===== config.mk =====
export PLATFORM = sky130hd
export DESIGN_NAME = hdlc_frame_bit_transmitter
export DESIGN_NICKNAME = d
export VERILOG_FILES = /design/src/hw/rtl/hdlcft_pkg.sv /design/src/hw/rtl/hdlcft_crc.sv /design/src/hw/rtl/hdlcft_seq.sv /design/src/hw/rtl/hdlc_frame_bit_transmitter.sv
export SDC_FILE = /design/constraint.sdc
export NUM_CORES = 1
export LEC_CHECK = 0
export BUFFER_PORTS_ARGS = -buffer_cell sky130_fd_sc_hd__clkbuf_2
export CAP_MARGIN = 20
export CORE_MARGIN = 4
export CORE_UTILIZATION = 50
export DETAILED_ROUTE_END_ITERATION = 6
export GPL_TIMING_DRIVEN = 0
export PLACE_DENSITY = 0.71
export SETUP_SLACK_MARGIN = 0.15
export SLEW_MARGIN = 20
export SYNTH_ARGS = -nofsm -noshare
export SYNTH_HDL_FRONTEND = slang
export SYNTH_SLANG_ARGS = --single-unit

===== constraint.sdc =====
create_clock -name clk -period 3.5 [get_ports clk]
set_clock_uncertainty 0.15 [all_clocks]
set_input_delay 0 -clock clk [delete_from_list [all_inputs] [get_ports clk]]
set_output_delay 0 -clock clk [all_outputs]
set_load 0.02 [all_outputs]

===== src/hw/rtl/hdlcft_pkg.sv =====
// hdlcft_pkg: shared types and constants for the HDLC frame bit transmitter.
// Used by hdlcft_crc, hdlcft_seq and hdlc_frame_bit_transmitter. No dependencies.
package hdlcft_pkg;

    localparam int unsigned CRC_W      = 16;
    localparam int unsigned PRE_W      = 7;
    localparam int unsigned CFG_IDX_W  = 2;
    localparam int unsigned CFG_DATA_W = 7;
    localparam int unsigned CNT_W      = 7;
    localparam int unsigned RUN_W      = 3;

    localparam logic [CRC_W-1:0] CRC_INIT     = 16'hFFFF;
    localparam logic [CRC_W-1:0] CRC_POLY     = 16'h8408;
    localparam logic [7:0]       FLAG_BITS    = 8'h7E;
    localparam logic [RUN_W-1:0] STUFF_RUN    = 3'd5;
    localparam logic [PRE_W-1:0] PREAMBLE_MAX = 7'd64;
    localparam logic [PRE_W-1:0] PREAMBLE_RST = 7'd20;

    // configuration register indexes
    localparam logic [CFG_IDX_W-1:0] REG_PREAMBLE = 2'd0;
    localparam logic [CFG_IDX_W-1:0] REG_NRZI     = 2'd1;

    typedef enum logic [1:0] {
        OP_START = 2'd0,
        OP_FLAG  = 2'd1,
        OP_DATA  = 2'd2,
        OP_END   = 2'd3
    } op_t;

    typedef enum logic [1:0] {
        SEQ_IDLE,
        SEQ_PRE,
        SEQ_SHIFT
    } seq_state_t;

    // control toward the bit-serial CRC
    typedef struct packed {
        logic init;
        logic shift;
        logic din;
    } crc_ctl_t;

    // one line bit leaving the sequencer
    typedef struct packed {
        logic valid;
        logic lbit;
        logic last;
        logic lvl_rst;
    } emit_t;

endpackage


===== src/hw/rtl/hdlcft_crc.sv =====
// hdlcft_crc: bit-serial reflected CRC-16 (poly 0x8408), one data bit per cycle while ctl.shift is high.
// Depends on hdlcft_pkg.
module hdlcft_crc (
    input  logic                           clk,
    input  logic                           rst_n,
    input  hdlcft_pkg::crc_ctl_t           ctl,
    output logic [hdlcft_pkg::CRC_W-1:0]   crc
);

    logic [hdlcft_pkg::CRC_W-1:0] crc_reg;
    logic [hdlcft_pkg::CRC_W-1:0] crc_next;
    logic                         mix;

    assign mix = ctl.din ^ crc_reg[0];

    always_comb
    begin
        crc_next = crc_reg;
        if (ctl.init)
        begin
            crc_next = hdlcft_pkg::CRC_INIT;
        end
        else if (ctl.shift)
        begin
            crc_next = (crc_reg >> 1) ^ (mix ? hdlcft_pkg::CRC_POLY : '0);
        end
    end

    always_ff @(posedge clk or negedge rst_n)
    begin
        if (!rst_n)
        begin
            crc_reg <= hdlcft_pkg::CRC_INIT;
        end
        else
        begin
            crc_reg <= crc_next;
        end
    end

    assign crc = crc_reg;

    a_crc_init: assert property (@(posedge clk) disable iff (!rst_n)
        ctl.init |=> crc_reg == hdlcft_pkg::CRC_INIT)
        else $error("crc not reloaded on start");

endmodule


===== src/hw/rtl/hdlcft_seq.sv =====
// hdlcft_seq: opcode sequencer with the shared shift register, stuffing counter
// and preamble counter. Depends on hdlcft_pkg.
module hdlcft_seq (
    input  logic                                clk,
    input  logic                                rst_n,
    input  logic                                in_valid,
    output logic                                in_ready,
    input  logic [1:0]                          opcode,
    input  logic [7:0]                          data_byte,
    input  logic [hdlcft_pkg::PRE_W-1:0]        preamble,
    input  logic [hdlcft_pkg::CRC_W-1:0]        crc,
    input  logic                                adv,
    output hdlcft_pkg::crc_ctl_t                crc_ctl,
    output hdlcft_pkg::emit_t                   emit
);

    hdlcft_pkg::seq_state_t state_reg, state_next;

    logic [hdlcft_pkg::CRC_W-1:0] sh_reg, sh_next;
    logic [hdlcft_pkg::CNT_W-1:0] cnt_reg, cnt_next;
    logic [hdlcft_pkg::RUN_W-1:0] ones_reg, ones_next;
    logic                         stuff_pend_reg, stuff_pend_next;
    logic                         stuff_en_reg, stuff_en_next;
    logic                         is_data_reg, is_data_next;
    logic                         flag_pend_reg, flag_pend_next;

    hdlcft_pkg::op_t              op;
    logic                         in_fire;
    logic                         step;
    logic                         bit_cur;
    logic                         stuff_now;
    logic                         shift_done;
    logic [hdlcft_pkg::CNT_W-1:0] pre_cnt;

    assign op       = hdlcft_pkg::op_t'(opcode);
    assign in_ready = (state_reg == hdlcft_pkg::SEQ_IDLE);
    assign in_fire  = in_valid && in_ready;
    assign step     = adv && (state_reg != hdlcft_pkg::SEQ_IDLE);
    assign pre_cnt  = (preamble > hdlcft_pkg::PREAMBLE_MAX) ? hdlcft_pkg::PREAMBLE_MAX
                                                          : preamble;

    assign bit_cur    = stuff_pend_reg ? 1'b0 : sh_reg[0];
    // fifth one in a row: a zero goes out next
    assign stuff_now  = !stuff_pend_reg && stuff_en_reg && sh_reg[0]
                        && (ones_reg == hdlcft_pkg::STUFF_RUN - 3'd1);
    assign shift_done = stuff_pend_reg ? (cnt_reg == '0)
                                       : ((cnt_reg == 7'd1) && !stuff_now);

    // next state
    always_comb
    begin
        state_next = state_reg;
        case (state_reg)
            hdlcft_pkg::SEQ_IDLE:
            begin
                if (in_fire)
                begin
                    if (op == hdlcft_pkg::OP_START)
                    begin
                        state_next = (pre_cnt == '0) ? hdlcft_pkg::SEQ_IDLE
                                                     : hdlcft_pkg::SEQ_PRE;
                    end
                    else
                    begin
                        state_next = hdlcft_pkg::SEQ_SHIFT;
                    end
                end
            end
            hdlcft_pkg::SEQ_PRE:
            begin
                if (step && cnt_reg == 7'd1)
                begin
                    state_next = hdlcft_pkg::SEQ_IDLE;
                end
            end
            hdlcft_pkg::SEQ_SHIFT:
            begin
                if (step && shift_done && !flag_pend_reg)
                begin
                    state_next = hdlcft_pkg::SEQ_IDLE;
                end
            end
            default:
            begin
                state_next = hdlcft_pkg::SEQ_IDLE;
            end
        endcase
    end

    // datapath
    always_comb
    begin
        sh_next         = sh_reg;
        cnt_next        = cnt_reg;
        ones_next       = ones_reg;
        stuff_pend_next = stuff_pend_reg;
        stuff_en_next   = stuff_en_reg;
        is_data_next    = is_data_reg;
        flag_pend_next  = flag_pend_reg;
        case (state_reg)
            hdlcft_pkg::SEQ_IDLE:
            begin
                if (in_fire)
                begin
                    stuff_pend_next = 1'b0;
                    case (op)
                        hdlcft_pkg::OP_START:
                        begin
                            cnt_next  = pre_cnt;
                            ones_next = '0;
                        end
                        hdlcft_pkg::OP_FLAG:
                        begin
                            sh_next        = {8'h00, hdlcft_pkg::FLAG_BITS};
                            cnt_next       = 7'd8;
                            ones_next      = '0;
                            stuff_en_next  = 1'b0;
                            is_data_next   = 1'b0;
                            flag_pend_next = 1'b0;
                        end
                        hdlcft_pkg::OP_DATA:
                        begin
                            sh_next        = {8'h00, data_byte};
                            cnt_next       = 7'd8;
                            stuff_en_next  = 1'b1;
                            is_data_next   = 1'b1;
                            flag_pend_next = 1'b0;
                        end
                        default:
                        begin
                            // frame check sequence, then closing flag
                            sh_next        = ~crc;
                            cnt_next       = 7'd16;
                            stuff_en_next  = 1'b1;
                            is_data_next   = 1'b0;
                            flag_pend_next = 1'b1;
                        end
                    endcase
                end
            end
            hdlcft_pkg::SEQ_PRE:
            begin
                if (step)
                begin
                    cnt_next = cnt_reg - 7'd1;
                end
            end
            hdlcft_pkg::SEQ_SHIFT:
            begin
                if (step)
                begin
                    if (stuff_pend_reg)
                    begin
                        stuff_pend_next = 1'b0;
                    end
                    else
                    begin
                        sh_next  = sh_reg >> 1;
                        cnt_next = cnt_reg - 7'd1;
                        if (stuff_en_reg)
                        begin
                            if (!sh_reg[0] || stuff_now)
                            begin
                                ones_next = '0;
                            end
                            else
                            begin
                                ones_next = ones_reg + 3'd1;
                            end
                            stuff_pend_next = stuff_now;
                        end
                    end
                    if (shift_done && flag_pend_reg)
                    begin
                        sh_next        = {8'h00, hdlcft_pkg::FLAG_BITS};
                        cnt_next       = 7'd8;
                        ones_next      = '0;
                        stuff_en_next  = 1'b0;
                        flag_pend_next = 1'b0;
                    end
                end
            end
            default:
            begin
                cnt_next = '0;
            end
        endcase
    end

    // outputs
    always_comb
    begin
        emit.valid   = step;
        emit.lbit    = (state_reg == hdlcft_pkg::SEQ_PRE) ? 1'b0 : bit_cur;
        emit.last    = (state_reg == hdlcft_pkg::SEQ_PRE) ? (cnt_reg == 7'd1)
                                                          : (shift_done && !flag_pend_reg);
        emit.lvl_rst = in_fire && (op == hdlcft_pkg::OP_START);

        crc_ctl.init  = in_fire && (op == hdlcft_pkg::OP_START);
        crc_ctl.shift = step && (state_reg == hdlcft_pkg::SEQ_SHIFT)
                        && !stuff_pend_reg && is_data_reg;
        crc_ctl.din   = sh_reg[0];
    end

    always_ff @(posedge clk or negedge rst_n)
    begin
        if (!rst_n)
        begin
            state_reg      <= hdlcft_pkg::SEQ_IDLE;
            ones_reg       <= '0;
            cnt_reg        <= '0;
            stuff_pend_reg <= 1'b0;
            stuff_en_reg   <= 1'b0;
            is_data_reg    <= 1'b0;
            flag_pend_reg  <= 1'b0;
        end
        else
        begin
            state_reg      <= state_next;
            ones_reg       <= ones_next;
            cnt_reg        <= cnt_next;
            stuff_pend_reg <= stuff_pend_next;
            stuff_en_reg   <= stuff_en_next;
            is_data_reg    <= is_data_next;
            flag_pend_reg  <= flag_pend_next;
        end
    end

    always_ff @(posedge clk)
    begin
        sh_reg <= sh_next;
    end

    a_emit_slot: assert property (@(posedge clk) disable iff (!rst_n)
        emit.valid |-> adv)
        else $error("bit emitted into a busy output slot");

    a_idle_clean: assert property (@(posedge clk) disable iff (!rst_n)
        state_reg == hdlcft_pkg::SEQ_IDLE |-> !stuff_pend_reg && !flag_pend_reg)
        else $error("idle with a stuff bit or closing flag still owed");

    a_stuff_run: assert property (@(posedge clk) disable iff (!rst_n)
        stuff_pend_reg |-> ones_reg == '0)
        else $error("ones run not cleared at stuffed zero");

endmodule


===== src/hw/rtl/hdlc_frame_bit_transmitter.sv =====
// hdlc_frame_bit_transmitter: top level, configuration registers, NRZI and output register.
// Depends on hdlcft_pkg, hdlcft_crc, hdlcft_seq.
//
// Each line bit leaves the sequencer into the output register when the output slot is free.
// Throughput: one line bit per cycle unless out_ready stalls; a new word is taken only in idle.
//   Line bits per word: start min(preamble_zeros,64), flag 8, data 8..10, end 24..28.
//   A start word with zero preamble emits no line bits.
// Reset: CRC 0xFFFF, line level 1, ones run 0, preamble_zeros 20, nrzi_enable 1, idle.
module hdlc_frame_bit_transmitter (
    input  logic                                  clk,
    input  logic                                  rst_n,
    // configuration write port
    input  logic                                  cfg_we,
    input  logic [hdlcft_pkg::CFG_IDX_W-1:0]      cfg_index,
    input  logic [hdlcft_pkg::CFG_DATA_W-1:0]     cfg_data,
    // input words
    input  logic                                  in_valid,
    output logic                                  in_ready,
    input  logic [1:0]                            opcode,
    input  logic [7:0]                            data_byte,
    // output words, one per line bit
    output logic                                  out_valid,
    input  logic                                  out_ready,
    output logic                                  line_bit,
    output logic                                  last
);

    logic [hdlcft_pkg::PRE_W-1:0] preamble_reg;
    logic                         nrzi_reg;
    logic                         level_reg, level_next;
    logic                         out_valid_reg, out_valid_next;
    logic                         line_bit_reg, line_bit_next;
    logic                         last_reg, last_next;

    logic                         adv;
    hdlcft_pkg::crc_ctl_t         crc_ctl;
    hdlcft_pkg::emit_t            emit;
    logic [hdlcft_pkg::CRC_W-1:0] crc;

    // output slot is free when empty or being drained this cycle
    assign adv = !out_valid_reg || out_ready;

    hdlcft_crc u_crc (
        .clk   (clk),
        .rst_n (rst_n),
        .ctl   (crc_ctl),
        .crc   (crc)
    );

    hdlcft_seq u_seq (
        .clk       (clk),
        .rst_n     (rst_n),
        .in_valid  (in_valid),
        .in_ready  (in_ready),
        .opcode    (opcode),
        .data_byte (data_byte),
        .preamble  (preamble_reg),
        .crc       (crc),
        .adv       (adv),
        .crc_ctl   (crc_ctl),
        .emit      (emit)
    );

    // configuration; unknown indexes are dropped
    always_ff @(posedge clk or negedge rst_n)
    begin
        if (!rst_n)
        begin
            preamble_reg <= hdlcft_pkg::PREAMBLE_RST;
            nrzi_reg     <= 1'b1;
        end
        else if (cfg_we)
        begin
            case (cfg_index)
                hdlcft_pkg::REG_PREAMBLE: preamble_reg <= cfg_data;
                hdlcft_pkg::REG_NRZI:     nrzi_reg     <= cfg_data[0];
                default:                  ;
            endcase
        end
    end

    // NRZI: level flips on every zero, tracked even with coding off
    always_comb
    begin
        level_next     = level_reg;
        out_valid_next = out_valid_reg;
        line_bit_next  = line_bit_reg;
        last_next      = last_reg;
        if (emit.lvl_rst)
        begin
            level_next = 1'b1;
        end
        if (emit.valid)
        begin
            level_next     = level_reg ^ ~emit.lbit;
            out_valid_next = 1'b1;
            line_bit_next  = nrzi_reg ? (level_reg ^ ~emit.lbit) : emit.lbit;
            last_next      = emit.last;
        end
        else if (out_ready)
        begin
            out_valid_next = 1'b0;
        end
    end

    always_ff @(posedge clk or negedge rst_n)
    begin
        if (!rst_n)
        begin
            level_reg     <= 1'b1;
            out_valid_reg <= 1'b0;
        end
        else
        begin
            level_reg     <= level_next;
            out_valid_reg <= out_valid_next;
        end
    end

    always_ff @(posedge clk)
    begin
        line_bit_reg <= line_bit_next;
        last_reg     <= last_next;
    end

    assign out_valid = out_valid_reg;
    assign line_bit  = line_bit_reg;
    assign last      = last_reg;

    a_start_level: assert property (@(posedge clk) disable iff (!rst_n)
        emit.lvl_rst |=> level_reg)
        else $error("line level not reset by start");

endmodule


==> load_flow_metrics.sql <==
INSERT INTO impl_metrics (metric_group, metric, value, unit) VALUES
('outcome', 'status', 'finished clean', ''),
('timing', 'maxSlewViolCount', '0', ''),
('worst_hold_path', 'min_path_type', 'input pin to flip-flop', ''),
('synth', 'most_area_consuming_cells_after_synthesis', 'dfrtp_1 17%, edfxtp_1 17%, dfstp_2 16%', ''),
('global_routing', 'antenna_found_initial', '0', ''),
('floorplan', 'io-pin-count', '28', ''),
('timing', 'slew-limit-headroom', '0.3363', ''),
('synth', 'synthCells', '314', ''),
('placement', 'dpl_cell_area', '3480', 'um^2'),
('cts', 'clk_pin_slew_worst_paths', '0.07', 'ns'),
('worst_hold_path', 'origin_of_the_worst_min_delay_path', 'opcode[0]', ''),
('synth', 'post-synth-top-area-fraction', '0.1705', ''),
('power_and_ir_drop', 'vdd_drop_max', '474.2', 'uV'),
('floorplan', 'rows', '29', ''),
('synth', 'synth_area_leader_cell', 'dfrtp_1', ''),
('timing', 'period_minus_slack', '2.522', 'ns'),
('flow_run', 'cap_viol_max_count', '0', ''),
('cts', 'clock_tree.root_cell', 'clkbuf_8', ''),
('timing', 'unrepaired_setup_endpoints_after_global_routing', 'false', ''),
('power_and_ir_drop', 'comb_power_share', '0.367', ''),
('placement', 'post-dp-hpwl', '5.264', 'mm'),
('placement', 'post-place-ws', '0.9938', 'ns'),
('placement', 'port-buffer-count', '27', ''),
('routing', 'drt_first_iter_violations', '298', ''),
('synth', 'synthAdderAreaFrac', '0.03100', ''),
('cts', 'cts_max_level', '3', ''),
('setup_path', 'type_of_the_setup_path_with_the_least_slack', 'flip-flop to flip-flop', ''),
('cts', 'clock_latency', '0.35', 'ns'),
('global_routing', 'pin_count_of_the_biggest_net_entering_global_routing', '43', ''),
('worst_hold_path', 'timing.hold.worst_endpoint', 'u_seq.stuff_en_reg', ''),
('synth', 'yosys_most_used_dff', 'dfrtp_1', ''),
('power_and_ir_drop', 'power_per_cell_area', '850.6', 'nW/um^2'),
('setup_path', 'critical_path_peak_fanout', '10', ''),
('setup_path', 'worst_ep_required_time', '3.44', 'ns'),
('cts', 'clock_tree.buffer_depth', '2', ''),
('timing', 'timing.final.setup_violations', '0', ''),
('cts', 'cts_buffers', '9', ''),
('finish', 'syn_to_final_growth', '24.14', '%'),
('cts', 'cts_tree', 'built', ''),
('finish', 'layout.cells.non_filler', '464', ''),
('synth', 'proportion_of_register_bits_with_asynchronous_set_or_reset_after_synthesis', '0.7000', ''),
('synth', 'synth_xor_xnor_area_share', '0.01627', ''),
('timing', 'worst_slew_pin_slew', '0.9955', 'ns'),
('placement', 'placer_s_final_routability_congestion_estimate', '0.9517', ''),
('synth', 'muxShareOfSynthArea', '0.03487', ''),
('timing', 'final_min_period_over_clock_period', '0.7207', ''),
('routing', 'via_per_inst', '5.888', ''),
('setup_path', 'r2r_slack', '0.98', 'ns'),
('synth', 'largest_family_of_logic_cells_by_synthesized_area', 'simple AND/OR/NAND/NOR gates', ''),
('setup_path', 'worst_path_cell_with_the_longest_stage_delay', 'dfrtp_1', ''),
('synth', 'synth-seq-area-share', '0.5006', ''),
('floorplan', 'chipWidth', '88.37', 'um'),
('routing', 'first_pass_iteration_count_of_the_detailed_router', '5', ''),
('setup_path', 'rr_startpoint', 'u_seq.cnt_reg[0]', ''),
('synth', 'mappedNetlistNets', '346', ''),
('global_routing', 'grtUsageTotal', '0.2261', ''),
('timing', 'final_hold_viol_count', '0', ''),
('setup_path', 'worst-endpoint-arrival', '2.46', 'ns'),
('timing', 'totalNegativeSetupSlack', '0', 'ns'),
('floorplan', 'die_h', '88.37', 'um'),
('timing', 'max_clock_freq', '396.4', 'MHz'),
('setup_path', 'reg2reg_to', 'u_seq.sh_reg[4]', ''),
('synth', 'synth_compound_area_frac', '0.1771', ''),
('finish', 'diodes', '0', ''),
('synth', 'ys_warn_count', '0', ''),
('cts', 'postCtsSetupRepairBufs', '0', ''),
('global_routing', 'grt_pass1_wl', '13.37', 'mm'),
('finish', 'cell_area_after_layout', '4009', 'um^2'),
('floorplan', 'core_area', '6314', 'um^2'),
('floorplan', 'dieArea', '7808', 'um^2'),
('power_and_ir_drop', 'total_leakage_power', '1.686', 'nW');
[cell type report]
type / instances / area [um^2]
multi-input cells: 217 / 1460
flip-flops and latches: 60 / 1617
clock inverters: 6 / 111.4
plain buffers: 18 / 85.08
clock buffers: 10 / 127.6
well taps: 77 / 96.34
inverters: 19 / 71.32
fillers: 537 / 2305
repair buffers: 57 / 440.4
[cell usage in the layout, fill, tap and decap left out, drive strengths merged, types with 5 or more instances in the layout]
master,synthesis,final
a21oi,7,7
a22o,5,5
a31oi,5,5
buf,8,10
clkbuf,10,46
dfrtp,22,22
dfstp,20,20
dlygate4sd3,0,29
edfxtp,18,18
ha,8,8
inv,19,20
mux2,10,10
nand2,33,33
nand3,20,20
nor2,14,14
nor2b,5,5
nor3,8,8
o21ai,20,20
o22a,11,11
o22ai,7,7
[kinds of logic (layout without fill, tap and decap cells)]
kind of cell,Yosys count,after routing
buffers and inverters,37,110
XOR/XNOR,6,6
AND/OR/NAND/NOR,113,113
adder cells (fa/ha/maj),8,8
AO/OA/AOI/OAI,80,80
flip-flops,60,60
multiplexers,10,10
[worst max-delay path by stage]
| stage | startpoint | end | cells past startpoint |
|---|---|---|---|
| after floorplan | u_seq.cnt_reg[0] | u_seq.sh_reg[0] | 6 |
| after global placement | u_seq.cnt_reg[0] | u_seq.sh_reg[15] | 6 |
| after detailed placement | u_seq.cnt_reg[0] | u_seq.sh_reg[4] | 8 |
| after CTS | u_seq.cnt_reg[0] | u_seq.sh_reg[4] | 8 |
| after global routing | u_seq.cnt_reg[0] | u_seq.sh_reg[4] | 8 |
| final | u_seq.cnt_reg[0] | u_seq.sh_reg[4] | 8 |
[worst max-delay path: cells and delay by family (launching register included)]
kind                       cells  cell delay [ns]
and+or+nand+nor                3             0.62
AOI/OAI and AO/OA              2             0.54
DFF                            1             0.43
buffers and inverters          2             0.28
adders and majority gates      1             0.24
[power groups by stage]
stage / clock network, mW / registers [mW] / logic (mW)
after CTS: 0.774 / 1.39 / 1.25
after detailed placement: 0 / 1.40 / 1.19
final: 0.767 / 1.39 / 1.25
after floorplan: 0 / 1.34 / 0.912
after global routing: 0.807 / 1.44 / 1.39
after global placement: 0 / 1.39 / 1.14
[metal layers]
layer	GRT usage	part of all wire	wire (um)
met1	0.3076	0.45	3578
met2	0.3555	0.48	3854
met3	0.04562	0.052	416
met4	0.09066	0.023	183
met5	0	0	0
[what timing repair did]
item,4_1_cts,5_1_grt
endpoints found under the hold margin,44,0
resized for setup,0,0
hold buffers,29,0
Power figures use the tool's default switching activity.
